File: config.mk
export PLATFORM = sky130hd
export DESIGN_NAME = deadline_task_scheduler_with_deploy_flat
export DESIGN_NICKNAME = d
export VERILOG_FILES = /design/src/rtl/core/dts_pkg.sv /design/src/rtl/core/dts_req_if.sv /design/src/rtl/core/dts_rsp_if.sv /design/src/rtl/core/dts_front.sv /design/src/rtl/core/dts_queue.sv /design/src/rtl/core/dts_back.sv /design/src/rtl/core/deadline_task_scheduler_with_deploy.sv /design/src/flat_wrapper.sv
export SDC_FILE = /design/constraint.sdc
export NUM_CORES = 1
export LEC_CHECK = 0
export ABC_AREA = 1
export ABC_CLOCK_PERIOD_IN_PS = 11800
export BUFFER_PORTS_ARGS = -buffer_cell sky130_fd_sc_hd__buf_2
export CORE_MARGIN = 5
export CORE_UTILIZATION = 28
export CTS_BUF_LIST = sky130_fd_sc_hd__clkbuf_4 sky130_fd_sc_hd__clkbuf_8
export DETAILED_ROUTE_END_ITERATION = 6
export HOLD_SLACK_MARGIN = 0.08
export PLACE_DENSITY_LB_ADDON = 0.12
export SYNTH_ARGS = -nofsm -noshare
export SYNTH_HDL_FRONTEND = slang
export SYNTH_HIERARCHICAL = 1
export SYNTH_SLANG_ARGS = --single-unit
File: constraint.sdc
create_clock -name clk -period 11.8 [get_ports clk]
set_clock_uncertainty 0.2 [all_clocks]
set_input_delay 2.36 -clock clk [delete_from_list [all_inputs] [get_ports clk]]
set_output_delay 2.36 -clock clk [all_outputs]
set_load 0.01 [all_outputs]
File: src/rtl/core/dts_pkg.sv
// ----------------------------------------------------------------------------
// dts_pkg - shared types and constants of the deadline task scheduler
// Command, operation, phase and acknowledge codes, register indexes,
// reset values and the queue entry passed from front to back.
// ----------------------------------------------------------------------------
package dts_pkg;

  typedef enum logic [1:0] {
    CMD_CHECK   = 2'd0,
    CMD_REPORT  = 2'd1,
    CMD_TRIGGER = 2'd2
  } cmd_t;

  typedef enum logic [2:0] {
    OP_NOP       = 3'd0,
    OP_CHECK     = 3'd1,
    OP_CHECK_SEQ = 3'd2,
    OP_REPORT    = 3'd3,
    OP_DEPLOY    = 3'd4
  } op_kind_t;

  typedef enum logic [1:0] {
    PH_IDLE = 2'd0,
    PH_WAIT = 2'd1,
    PH_BURN = 2'd2
  } phase_t;

  typedef enum logic [1:0] {
    ACK_TRIGGERED = 2'd0,
    ACK_REJECTED  = 2'd1,
    ACK_NONE      = 2'd2
  } ack_t;

  localparam logic [1:0] CFG_AUTO_DEPLOY = 2'd0;
  localparam logic [1:0] CFG_ARM_DELAY   = 2'd1;
  localparam logic [1:0] CFG_BURN_TIME   = 2'd2;

  localparam logic [31:0] ARM_DELAY_RESET = 32'd30_000_000;
  localparam logic [31:0] BURN_TIME_RESET = 32'd7_000_000;
  localparam logic [31:0] DEPLOY_LEAD_US  = 32'd100;

  // Slots reachable through the 3-bit task index
  localparam int MAX_SLOTS = 8;

  typedef struct packed {
    op_kind_t    kind;
    logic [2:0]  slot;
    logic [31:0] now;
    logic [31:0] delay;
  } op_t;

  typedef struct packed {
    logic        write;
    logic [1:0]  index;
    logic [31:0] data;
  } cfg_wr_t;

endpackage

File: src/rtl/core/dts_req_if.sv
// ----------------------------------------------------------------------------
// dts_req_if - request channel of the deadline task scheduler
// Valid/ready channel carrying one command item.
// ----------------------------------------------------------------------------
interface dts_req_if;
  logic        valid;
  logic        ready;
  logic [1:0]  command;
  logic [2:0]  task_index;
  logic [31:0] time_us;
  logic [31:0] delay_us;

  modport source (output valid, command, task_index, time_us, delay_us, input ready);
  modport sink   (input valid, command, task_index, time_us, delay_us, output ready);
endinterface

File: src/rtl/core/dts_rsp_if.sv
// ----------------------------------------------------------------------------
// dts_rsp_if - result channel of the deadline task scheduler
// Valid/ready channel carrying one result item.
// ----------------------------------------------------------------------------
interface dts_rsp_if;
  logic       valid;
  logic       ready;
  logic       due;
  logic       burn_on;
  logic [1:0] deploy_phase;
  logic [1:0] ack_status;

  modport source (output valid, due, burn_on, deploy_phase, ack_status, input ready);
  modport sink   (input valid, due, burn_on, deploy_phase, ack_status, output ready);
endinterface

File: src/rtl/core/dts_front.sv
// ----------------------------------------------------------------------------
// dts_front - request intake and classification
// Accepts request items while the queue has room and turns each into an
// operation code that the back end carries out without further decoding.
// ----------------------------------------------------------------------------
module dts_front #(
  parameter int NUM_SLOTS = 8
) (
  dts_req_if.sink         req,
  input  logic            full,
  output logic            push,
  output dts_pkg::op_t    op
);

  logic in_range;

  assign req.ready = !full;
  assign push      = req.valid && !full;
  assign in_range  = 32'(req.task_index) < NUM_SLOTS;

  always_comb begin
    op.slot  = req.task_index;
    op.now   = req.time_us;
    op.delay = req.delay_us;
    case (dts_pkg::cmd_t'(req.command))
      dts_pkg::CMD_CHECK: begin
        if (!in_range) begin
          op.kind = dts_pkg::OP_NOP;
        end else if (req.task_index == 3'd0) begin
          op.kind = dts_pkg::OP_CHECK_SEQ;
        end else begin
          op.kind = dts_pkg::OP_CHECK;
        end
      end
      dts_pkg::CMD_REPORT: begin
        // slot 0 reschedules itself; reports to it are dropped
        if (in_range && req.task_index != 3'd0) begin
          op.kind = dts_pkg::OP_REPORT;
        end else begin
          op.kind = dts_pkg::OP_NOP;
        end
      end
      dts_pkg::CMD_TRIGGER: begin
        // deploy always arms slot 0, whatever slot the item names
        op.slot = 3'd0;
        op.kind = dts_pkg::OP_DEPLOY;
      end
      default:             op.kind = dts_pkg::OP_NOP;
    endcase
  end

endmodule

File: src/rtl/core/dts_queue.sv
// ----------------------------------------------------------------------------
// dts_queue - two-entry operation queue
// Decouples request intake from execution so each side stalls on its own.
// ----------------------------------------------------------------------------
module dts_queue (
  input  logic         clk,
  input  logic         rst,
  input  logic         push,
  input  dts_pkg::op_t push_op,
  output logic         full,
  input  logic         pop,
  output logic         not_empty,
  output dts_pkg::op_t head
);

  dts_pkg::op_t entries [2];
  logic         wr_ptr;
  logic         rd_ptr;
  logic [1:0]   count;

  assign full      = count == 2'd2;
  assign not_empty = count != 2'd0;
  assign head      = entries[rd_ptr];

  always_ff @(posedge clk) begin
    if (rst) begin
      wr_ptr <= 1'b0;
      rd_ptr <= 1'b0;
      count  <= 2'd0;
    end else begin
      if (push) begin
        entries[wr_ptr] <= push_op;
        wr_ptr          <= !wr_ptr;
      end
      if (pop) begin
        rd_ptr <= !rd_ptr;
      end
      case ({push, pop})
        2'b10:   count <= count + 2'd1;
        2'b01:   count <= count - 2'd1;
        default: count <= count;
      endcase
    end
  end

  a_count_bound: assert property (@(posedge clk) disable iff (rst) count != 2'd3)
    else $error("queue count out of range");
  a_pop_nonempty: assert property (@(posedge clk) disable iff (rst) pop |-> count != 2'd0)
    else $error("pop from empty queue");
  a_push_room: assert property (@(posedge clk) disable iff (rst)
    (push && !pop && count == 2'd1) |=> full)
    else $error("queue did not fill");

endmodule

File: src/rtl/core/dts_back.sv
// ----------------------------------------------------------------------------
// dts_back - slot table, deploy sequencer and result register
// Pops one operation per cycle when the result register is free, does the
// slot read-modify-write and the sequencer step, and registers the result.
// ----------------------------------------------------------------------------
module dts_back #(
  parameter int NUM_SLOTS = 8
) (
  input  logic              clk,
  input  logic              rst,
  input  dts_pkg::cfg_wr_t  cfg,
  input  logic              not_empty,
  input  dts_pkg::op_t      op,
  output logic              pop,
  dts_rsp_if.source         rsp
);

  localparam int DEPTH = (NUM_SLOTS < dts_pkg::MAX_SLOTS) ? NUM_SLOTS : dts_pkg::MAX_SLOTS;
  localparam int IDX_W = (DEPTH > 1) ? $clog2(DEPTH) : 1;

  logic [31:0]      due_time [DEPTH];
  logic [DEPTH-1:0] enabled;
  dts_pkg::phase_t  phase;
  logic             burnwire;
  logic             auto_deploy;
  logic [31:0]      arm_delay_us;
  logic [31:0]      burn_time_us;
  logic             rsp_valid;

  logic [IDX_W-1:0] idx;
  logic [31:0]      cur_time;
  logic [31:0]      diff;
  logic             slot_en;
  logic             due_hit;
  logic [31:0]      addend;
  logic [31:0]      new_time;
  logic             wr_time;
  logic             wr_disable;
  logic             wr_enable;
  dts_pkg::phase_t  phase_next;
  logic             burnwire_next;
  dts_pkg::ack_t    ack;

  assign pop       = not_empty && (!rsp_valid || rsp.ready);
  assign rsp.valid = rsp_valid;

  assign idx      = op.slot[IDX_W-1:0];
  assign cur_time = due_time[idx];
  assign slot_en  = enabled[idx];
  // past due in wraparound time: the difference is negative
  assign diff     = cur_time - op.now;
  assign new_time = op.now + addend;

  always_comb begin
    phase_next    = phase;
    burnwire_next = burnwire;
    addend        = op.delay;
    due_hit       = 1'b0;
    ack           = dts_pkg::ACK_NONE;
    wr_time       = 1'b0;
    wr_disable    = 1'b0;
    wr_enable     = 1'b0;
    case (op.kind)
      dts_pkg::OP_CHECK: due_hit = slot_en && diff[31];
      dts_pkg::OP_CHECK_SEQ: begin
        due_hit = slot_en && diff[31];
        if (due_hit) begin
          case (phase)
            dts_pkg::PH_IDLE: begin
              if (auto_deploy) begin
                phase_next = dts_pkg::PH_WAIT;
                addend     = arm_delay_us;
              end else begin
                addend = 32'd0;
              end
            end
            dts_pkg::PH_WAIT: begin
              burnwire_next = 1'b1;
              phase_next    = dts_pkg::PH_BURN;
              addend        = burn_time_us;
            end
            dts_pkg::PH_BURN: begin
              burnwire_next = 1'b0;
              phase_next    = dts_pkg::PH_IDLE;
              addend        = 32'd0;
            end
            default: addend = 32'd0;
          endcase
          wr_disable = addend == 32'd0;
          wr_time    = addend != 32'd0;
        end
      end
      dts_pkg::OP_REPORT: begin
        wr_disable = op.delay == 32'd0;
        wr_time    = op.delay != 32'd0;
      end
      dts_pkg::OP_DEPLOY: begin
        if (phase == dts_pkg::PH_IDLE) begin
          phase_next = dts_pkg::PH_WAIT;
          addend     = dts_pkg::DEPLOY_LEAD_US;
          wr_time    = 1'b1;
          wr_enable  = 1'b1;
          ack        = dts_pkg::ACK_TRIGGERED;
        end else begin
          ack = dts_pkg::ACK_REJECTED;
        end
      end
      default: ;
    endcase
  end

  always_ff @(posedge clk) begin
    if (rst) begin
      for (int i = 0; i < DEPTH; i++) begin
        due_time[i] <= 32'd0;
      end
      enabled      <= '1;
      phase        <= dts_pkg::PH_IDLE;
      burnwire     <= 1'b0;
      auto_deploy  <= 1'b0;
      arm_delay_us <= dts_pkg::ARM_DELAY_RESET;
      burn_time_us <= dts_pkg::BURN_TIME_RESET;
      rsp_valid    <= 1'b0;
    end else begin
      if (cfg.write) begin
        case (cfg.index)
          dts_pkg::CFG_AUTO_DEPLOY: auto_deploy  <= cfg.data[0];
          dts_pkg::CFG_ARM_DELAY:   arm_delay_us <= cfg.data;
          dts_pkg::CFG_BURN_TIME:   burn_time_us <= cfg.data;
          default: ;
        endcase
      end
      if (pop) begin
        if (wr_time) begin
          due_time[idx] <= new_time;
        end
        if (wr_disable) begin
          enabled[idx] <= 1'b0;
        end else if (wr_enable) begin
          enabled[idx] <= 1'b1;
        end
        phase            <= phase_next;
        burnwire         <= burnwire_next;
        rsp.due          <= due_hit;
        rsp.burn_on      <= burnwire_next;
        rsp.deploy_phase <= phase_next;
        rsp.ack_status   <= ack;
        rsp_valid        <= 1'b1;
      end else if (rsp.ready) begin
        rsp_valid <= 1'b0;
      end
    end
  end

  a_burn_phase: assert property (@(posedge clk) disable iff (rst)
    burnwire == (phase == dts_pkg::PH_BURN))
    else $error("burnwire level disagrees with sequencer phase");
  a_deploy_arms: assert property (@(posedge clk) disable iff (rst)
    (pop && op.kind == dts_pkg::OP_DEPLOY && phase == dts_pkg::PH_IDLE)
    |=> (enabled[0] && phase == dts_pkg::PH_WAIT && rsp.valid && !rsp.due))
    else $error("deploy did not arm slot 0");
  a_due_ack: assert property (@(posedge clk) disable iff (rst)
    (rsp.valid && rsp.due) |-> rsp.ack_status == dts_pkg::ACK_NONE)
    else $error("due result carries a deploy acknowledge");

endmodule

File: src/rtl/core/deadline_task_scheduler_with_deploy.sv
// ----------------------------------------------------------------------------
// deadline_task_scheduler_with_deploy - task deadline table with deploy sequencer
// Checks and reschedules task slots in wraparound microsecond time; slot 0
// drives the burnwire deploy sequence.
// ----------------------------------------------------------------------------
// Usage:
//   req carries one command item (check, report, deploy) per handshake; rsp
//   returns exactly one result item per request, in order. Registers are
//   written through cfg_write/cfg_index/cfg_data; the user must write them
//   only while the block is idle; the block itself does not enforce this.
//   An accepted item goes through the queue and the result register to rsp.
//   Throughput: one item per cycle while rsp takes results; each item does one
//   slot read-modify-write, 32-bit subtract/compare and 32-bit add in execution.
//   A two-entry queue sits between intake and execution; when rsp stalls,
//   the result register holds, the queue fills, then req.ready drops.
//   Reset clears the queue, enables all slots with due time zero, puts the
//   sequencer in idle with the burnwire off and loads default register
//   values (auto-deploy off, 30 s arm delay, 7 s burn time).
// ----------------------------------------------------------------------------
module deadline_task_scheduler_with_deploy #(
  parameter int NUM_SLOTS = 8
) (
  input  logic        clk,
  input  logic        rst,
  input  logic        cfg_write,
  input  logic [1:0]  cfg_index,
  input  logic [31:0] cfg_data,
  dts_req_if.sink     req,
  dts_rsp_if.source   rsp
);

  dts_pkg::op_t     front_op;
  dts_pkg::op_t     head_op;
  dts_pkg::cfg_wr_t cfg;
  logic             push;
  logic             full;
  logic             pop;
  logic             not_empty;

  assign cfg.write = cfg_write;
  assign cfg.index = cfg_index;
  assign cfg.data  = cfg_data;

  dts_front #(
    .NUM_SLOTS(NUM_SLOTS)
  ) u_front (
    .req  (req),
    .full (full),
    .push (push),
    .op   (front_op)
  );

  dts_queue u_queue (
    .clk       (clk),
    .rst       (rst),
    .push      (push),
    .push_op   (front_op),
    .full      (full),
    .pop       (pop),
    .not_empty (not_empty),
    .head      (head_op)
  );

  dts_back #(
    .NUM_SLOTS(NUM_SLOTS)
  ) u_back (
    .clk       (clk),
    .rst       (rst),
    .cfg       (cfg),
    .not_empty (not_empty),
    .op        (head_op),
    .pop       (pop),
    .rsp       (rsp)
  );

endmodule

File: src/flat_wrapper.sv
// flat-port wrapper written by rule: the top's interface ports become plain ports
module deadline_task_scheduler_with_deploy_flat 
#(
  parameter int NUM_SLOTS = 8
)
  (clk, rst, cfg_write, cfg_index, cfg_data, req_valid, req_command, req_task_index, req_time_us, req_delay_us, req_ready, rsp_valid, rsp_due, rsp_burn_on, rsp_deploy_phase, rsp_ack_status, rsp_ready);
  dts_req_if req_i ();
  dts_rsp_if rsp_i ();
  input  logic clk;
  input  logic rst;
  input  logic cfg_write;
  input  logic [1:0] cfg_index;
  input  logic [31:0] cfg_data;
  input wire logic [$bits(req_i.valid)-1:0] req_valid;
  input wire logic [$bits(req_i.command)-1:0] req_command;
  input wire logic [$bits(req_i.task_index)-1:0] req_task_index;
  input wire logic [$bits(req_i.time_us)-1:0] req_time_us;
  input wire logic [$bits(req_i.delay_us)-1:0] req_delay_us;
  output wire logic [$bits(req_i.ready)-1:0] req_ready;
  output wire logic [$bits(rsp_i.valid)-1:0] rsp_valid;
  output wire logic [$bits(rsp_i.due)-1:0] rsp_due;
  output wire logic [$bits(rsp_i.burn_on)-1:0] rsp_burn_on;
  output wire logic [$bits(rsp_i.deploy_phase)-1:0] rsp_deploy_phase;
  output wire logic [$bits(rsp_i.ack_status)-1:0] rsp_ack_status;
  input wire logic [$bits(rsp_i.ready)-1:0] rsp_ready;
  assign req_i.valid = req_valid;
  assign req_i.command = req_command;
  assign req_i.task_index = req_task_index;
  assign req_i.time_us = req_time_us;
  assign req_i.delay_us = req_delay_us;
  assign req_ready = req_i.ready;
  assign rsp_valid = rsp_i.valid;
  assign rsp_due = rsp_i.due;
  assign rsp_burn_on = rsp_i.burn_on;
  assign rsp_deploy_phase = rsp_i.deploy_phase;
  assign rsp_ack_status = rsp_i.ack_status;
  assign rsp_i.ready = rsp_ready;
  deadline_task_scheduler_with_deploy #(.NUM_SLOTS(NUM_SLOTS)) u_core (.clk(clk), .rst(rst), .cfg_write(cfg_write), .cfg_index(cfg_index), .cfg_data(cfg_data), .req(req_i), .rsp(rsp_i));
endmodule
; ---- Word-level counts from Yosys, hierarchy flattened
; Memory sizes are Yosys's and may differ from the RTL's. A register that Yosys moved wholly into a read port is not among the register bits.
; Index checks and enable logic that the tools add are counted.
[word_totals]
rom_bits = 0
ff_bits = 87
latch_bits = 0
n_memories = 2
mem_bits_rw = 396
[classes]
addsub = 4
n_lt_le_gt_ge = 2
n_eq_ne = 13
muxes = 49
n_bitwise = 4
n_reduce_logical = 29
shift = 0
div_mod_pow = 0
n_mul = 0
[memory_table]
columns = memory, words, word_bits, read_ports, rd_ports_with_merged_regs, write_ports, line_no
row1 = u_core.u_back.due_time, 8, 32, 1, 0, 8, dts_back.sv:21  ; logic [31:0] due_time [DEPTH];
row2 = u_core.u_queue.entries, 2, 70, 1, 1, 1, dts_queue.sv:16  ; dts_pkg::op_t entries [2];
[op_table]
columns = cell, count
row1 = 32-bit two-way mux, 6
row2 = 32-bit one-hot mux with 2 select lines, 2
row3 = 32-bit logical NOT, 2
row4 = 32-bit nonzero test, 2
row5 = 32-bit adder, 1
row6 = 32-bit OR reduction, 1
row7 = 32-bit subtractor, 1
row8 = 1-bit two-way mux, 23
row9 = 8-bit two-way mux, 2
row10 = 2-bit equality test (second input constant), 5
row11 = 2-bit two-way mux, 5
row12 = 2-bit AND reduction, 5
row13 = 3-bit one-hot mux with 3 select lines, 1
row14 = 8-bit AND, 1
row15 = 2-bit by 1-bit equality test with 1-bit output (second input constant), 4
row16 = 8-bit NOT, 1
row17 = 8-bit bitwise OR, 1
row18 = 2-bit one-hot mux with 2 select lines, 2
row19 = 2-bit nonzero test, 4
row20 = 3-bit by 2-bit equality test with 1-bit output (second input constant), 2
row21 = 2-bit logical NOT, 3
row22 = 3-bit two-way mux, 2
row23 = 2-bit one-hot mux with 3 select lines, 1
row24 = 1-bit logical AND, 4
row25 = other kinds (16), 20

; ---- Logic depth before layout (Yosys ltp)
[depth]
word_depth = 14
depth_mapped = 46
depth_no_buf = 41

; ---- Hierarchy
; The synthesis kept the hierarchy.
[by_module_without_submodules]
columns = mod, cells_each, area_each_um2, seq_area_each_um2, instances
row1 = dts_back, 1817, 16960.0, 9409.0, 1
row2 = dts_queue, 252, 5636.7, 4304.1, 1
row3 = dts_front, 84, 568.0, 0.0, 1

; ---- Worst setup path after synthesis
; No wires, ideal clock.
[synth_path]
path_type = input port to flip-flop
start = input req_valid
end = memory u_core/u_queue/entries[1][0] (netlist name) (enable)
n_path_buf = 0
required_ns = 11.015
arrival_time_ns = 7.314
path_slack_ns = 3.701
cell_stages = 4
cell_sequence = inv_1 > nor2_1 > inv_1 > nor3_1
[synth_between]
elab_chain_len = 4
[synth_rtl]
columns = element, line_no
row1 = start: declaration, flat_wrapper.sv:14  ; input wire logic [$bits(req_i.valid)-1:0] req_valid;
row2 = 1-bit logical AND, dts_front.sv:18  ; assign push = req.valid && !full;
row3 = via u_core.push, deadline_task_scheduler_with_deploy.sv:35  ; logic push;
row4 = 1-bit two-way mux, dts_queue.sv:31  ; if (push) begin
row5 = 1-bit two-way mux, dts_queue.sv:26  ; if (rst) begin
row6 = 1-bit two-way mux (not written as such), dts_queue.sv:32  ; entries[wr_ptr] <= push_op;
row7 = end: declaration, dts_queue.sv:16
; The timed path passes the listed nets, and every way through them passes these cells.

==> impl_results.md <==
* Most Frequent Cell on Critical Path: nand2_1
* Clock Path Buffers at 3
* Slew @ Worst Pin at 1.29 ns
* Final setup viols at 0
* Drc violations at 0
* I/O Buffers at 115
* GPL Wtd Cong at 0.824
* Power per cell area at 227 nW/um^2
* Maxcap violations at 0
* Startpoint Class: register
* Inserted Clock Buffers at 89
* Initial antenna violation count at 2
* Nets@finish at 2403
* Post-Syn Area at 23200 um^2
* Synth Warn # at 6
* Final wirelength at 75600 um
* Hold Vio Cnt, Final at 0
* #FFs+latches synth at 484
* Mapped Cells at 2153
* Die height at 298 um
* Critical Path RT at 12.00 ns
* Setup_tns at 0 ns
* Fillcell total at 8353
* Post-synth EDFFs at 402
* Net Count, Synth at 2329
* CP delay by family, top: compound AO/OA/AOI/OAI gates
* Core Region at 82100 um^2
* Postcts setup bufs at 0
* Io pins at 116
* Number of routed nets with antenna violations at 0
* CTS clk-pin slew, worst paths at 0.06 ns
* Total Power at 5.91 mW
* TritonRoute pass-1 iters at 5
* Peak VDD IR at 0.000111 V
* Total gr overflow at 0
* Initial cell density of the core at 28.2%
* Vias in the first global route at 16800
* Syn avg cell area at 10.8 um^2
* Share of layout cells above drive strength 1 at 16.4%
* Hold Path Class: register to register
* Tmin final at 8.56 ns
* First-pass GRT wire length at 111000 um
* Unrepaired setup endpoints after global routing: no
* Worst Path Buf+Inv at 2
* Largest net degree at the start of global routing at 82
* Static leakage at 10.4 nW
* Vias per Instance at 4.91
* Status: finished clean
* Fin worst setup slack at 3.24 ns
* Worst path max stage delay at 0.74 ns
* Multi-input logic area at 7920 um^2
* WP data arrival at 8.75 ns
* Die width at 298 um
* Root Driver: clkbuf_8
* Post-DP HPWL at 47300 um
* Initial DRC count at 1225
* CP endpoint kind: register
* Post-synthesis cell type count at 44
* Ys flop type: edfxtp_1
* Area grow syn2layout at 12.4%
* F_max at 117 MHz
* Max Slew Vio Count at 0
* Register area at 13700 um^2
* Sequential fraction of the synthesis area at 59.2%
* Async S/R FF share, synth at 0%
* Clock sink count at 484
* Worst-skew pair later-pin latency at 0.69 ns
* Die footprint at 88600 um^2
* Vias at 16500
* Crit path max fanout at 35
* DR WL/cell at 22.5 um
* # resized after CTS at 0
* Pre-CTS WS at 3.15 ns
* WS Path Type: register to register
* Slew HR at 13.5%
* FP Rows at 105
* CTS tree: built
* All-Layer GR Usage at 16.6%
* H-tree Lvls at 3
* Crit share post-route at 72.5%
* Critical-path top delay cell: dfxtp_4
* Cts hold-fix bufs at 0
## state kept, by name, summed over array words and instances, names as in the netlist, 2 cells and up, named ones only
| signal | flops |
|---|---|
| u_core/u_back/due_time | 256 |
| u_core/u_back/burn_time_us | 32 |
| u_core/u_back/rsp.deploy_phase | 2 |
| u_core/u_back/phase | 2 |
| u_core/u_back/arm_delay_us | 32 |
| u_core/u_back/rsp.ack_status | 2 |
| u_core/u_queue/count | 2 |
| u_core/u_queue/entries | 140 |
## cell families after synthesis
kind of cell / after synthesis / synth area share (%)
simple gates: 801 / 14.2
flops: 484 / 59.2
compound gates: 380 / 10.4
buf+inv: 320 / 6.77
mux: 70 / 4.54
fa+ha+maj: 68 / 3.71
xor+xnor: 30 / 1.13
## synthesized netlist by cell type, types with 2 or more instances
master | number | area share, %
dfxtp_1 | 82 | 7.1
o211ai_1 | 16 | 0.52
xnor2_1 | 19 | 0.72
buf_12 | 7 | 0.60
edfxtp_1 | 402 | 52
a21o_1 | 2 | 0.065
o21a_1 | 3 | 0.097
ha_1 | 67 | 3.6
nor4_1 | 18 | 0.49
o21ai_0 | 133 | 2.9
nand2_1 | 260 | 4.2
a31oi_1 | 7 | 0.19
nor2_1 | 392 | 6.4
clkinv_1 | 7 | 0.11
a22o_1 | 23 | 0.87
a22oi_1 | 41 | 1.3
o21bai_1 | 2 | 0.065
nand4_1 | 49 | 1.3
a221oi_1 | 28 | 1.1
nor3_1 | 12 | 0.26
buf_2 | 2 | 0.043
xor2_1 | 11 | 0.42
inv_2 | 4 | 0.065
a32o_1 | 20 | 0.86
a21oi_1 | 84 | 1.8
inv_1 | 145 | 2.3
o31ai_1 | 2 | 0.065
clkbuf_1 | 86 | 1.4
buf_4 | 65 | 2.1
buf_1 | 3 | 0.049
nand3_1 | 65 | 1.4
nor2_2 | 2 | 0.054
mux2_4 | 70 | 4.5
a21boi_0 | 2 | 0.065
o22ai_1 | 13 | 0.35
## area by class of cell
class | count | area share [%]
timing repair buffer | 147 | 3.13
tap | 1070 | 5.14
multi-input combinational | 1349 | 30.4
inverter | 156 | 2.25
clock buffer | 119 | 5.57
sequential | 484 | 52.7
clock inverter | 32 | 0.774
antenna | 2 | 0.0192
## path summary, 6_finish.rpt
check                                      start                        endpoint  slack (ns)  cells past startpoint
setup / recovery                        register   u_core/u_back/due_time[2][29]        3.24                     33
hold / removal    u_core/u_back/arm_delay_us[13]  u_core/u_back/arm_delay_us[13]        0.25                      2
setup reg to reg                        register   u_core/u_back/due_time[2][29]        3.24                     33
hold reg to reg   u_core/u_back/arm_delay_us[13]  u_core/u_back/arm_delay_us[13]        0.25                      2
## worst reg2reg max path, delay by kind of cell (launching register included)
family	cells	cell delay (ns)
simple gates	14	1.83
compound gates	13	2.41
fa+ha+maj	2	0.66
buf+inv	2	1.48
flops	1	0.74
xor+xnor	1	0.54
mux	1	0.41
## placed cells by master (no fill, tap or decap), types with 3 or more instances in the layout
| master | n |
|---|---|
| nor3_2 | 4 |
| a21oi_1 | 84 |
| clkinv_1 | 19 |
| a31oi_1 | 7 |
| xnor2_1 | 19 |
| mux2_4 | 70 |
| nor2_1 | 391 |
| a22oi_1 | 41 |
| o22ai_1 | 13 |
| nand2_1 | 260 |
| o21ai_0 | 133 |
| buf_4 | 32 |
| nor4_1 | 18 |
| o21a_1 | 3 |
| buf_2 | 115 |
| edfxtp_1 | 402 |
| a221oi_1 | 28 |
| nor3_1 | 8 |
| xor2_1 | 11 |
| nand4_1 | 49 |
| dfxtp_1 | 81 |
| inv_1 | 143 |
| nand3_1 | 65 |
| clkbuf_8 | 89 |
| o211ai_1 | 16 |
| a22o_1 | 23 |
| a32o_1 | 20 |
| ha_1 | 67 |
| clkinv_2 | 12 |
| inv_2 | 9 |
| clkbuf_4 | 30 |
## power by group
| part | switching [mW] | leakage, nW | internal, mW |
|---|---|---|---|
| logic | 1.69 | 4.82 | 0.626 |
| clock network | 0.711 | 0.886 | 0.836 |
| registers | 0.0578 | 4.66 | 1.99 |
## stage by stage
stage | hold WS [ns] | utilization [%] | cell area [um^2] | std cells
after floorplan | 0.228 | - | 23200 | 2153
after global placement | 0.239 | 29.7 | 24400 | 3206
after detailed placement | 0.245 | 29.7 | 24400 | 3206
after CTS | 0.255 | 31.7 | 26000 | 3357
after global routing | 0.269 | 31.7 | 26000 | 3359
final | 0.253 | 31.7 | 26000 | 3359
## routing by layer
layer | share of wire (%) | vias to the layer above | global-route usage [%] | routed length [um]
li1 | - | 7723 | - | -
met1 | 45 | 8217 | 22.4 | 34100
met2 | 48 | 441 | 28.1 | 36400
met3 | 4.8 | 95 | 2.71 | 3650
met4 | 1.8 | 0 | 4.03 | 1380
met5 | 0 | - | 0 | 0
Power figures use the tool's default switching activity.
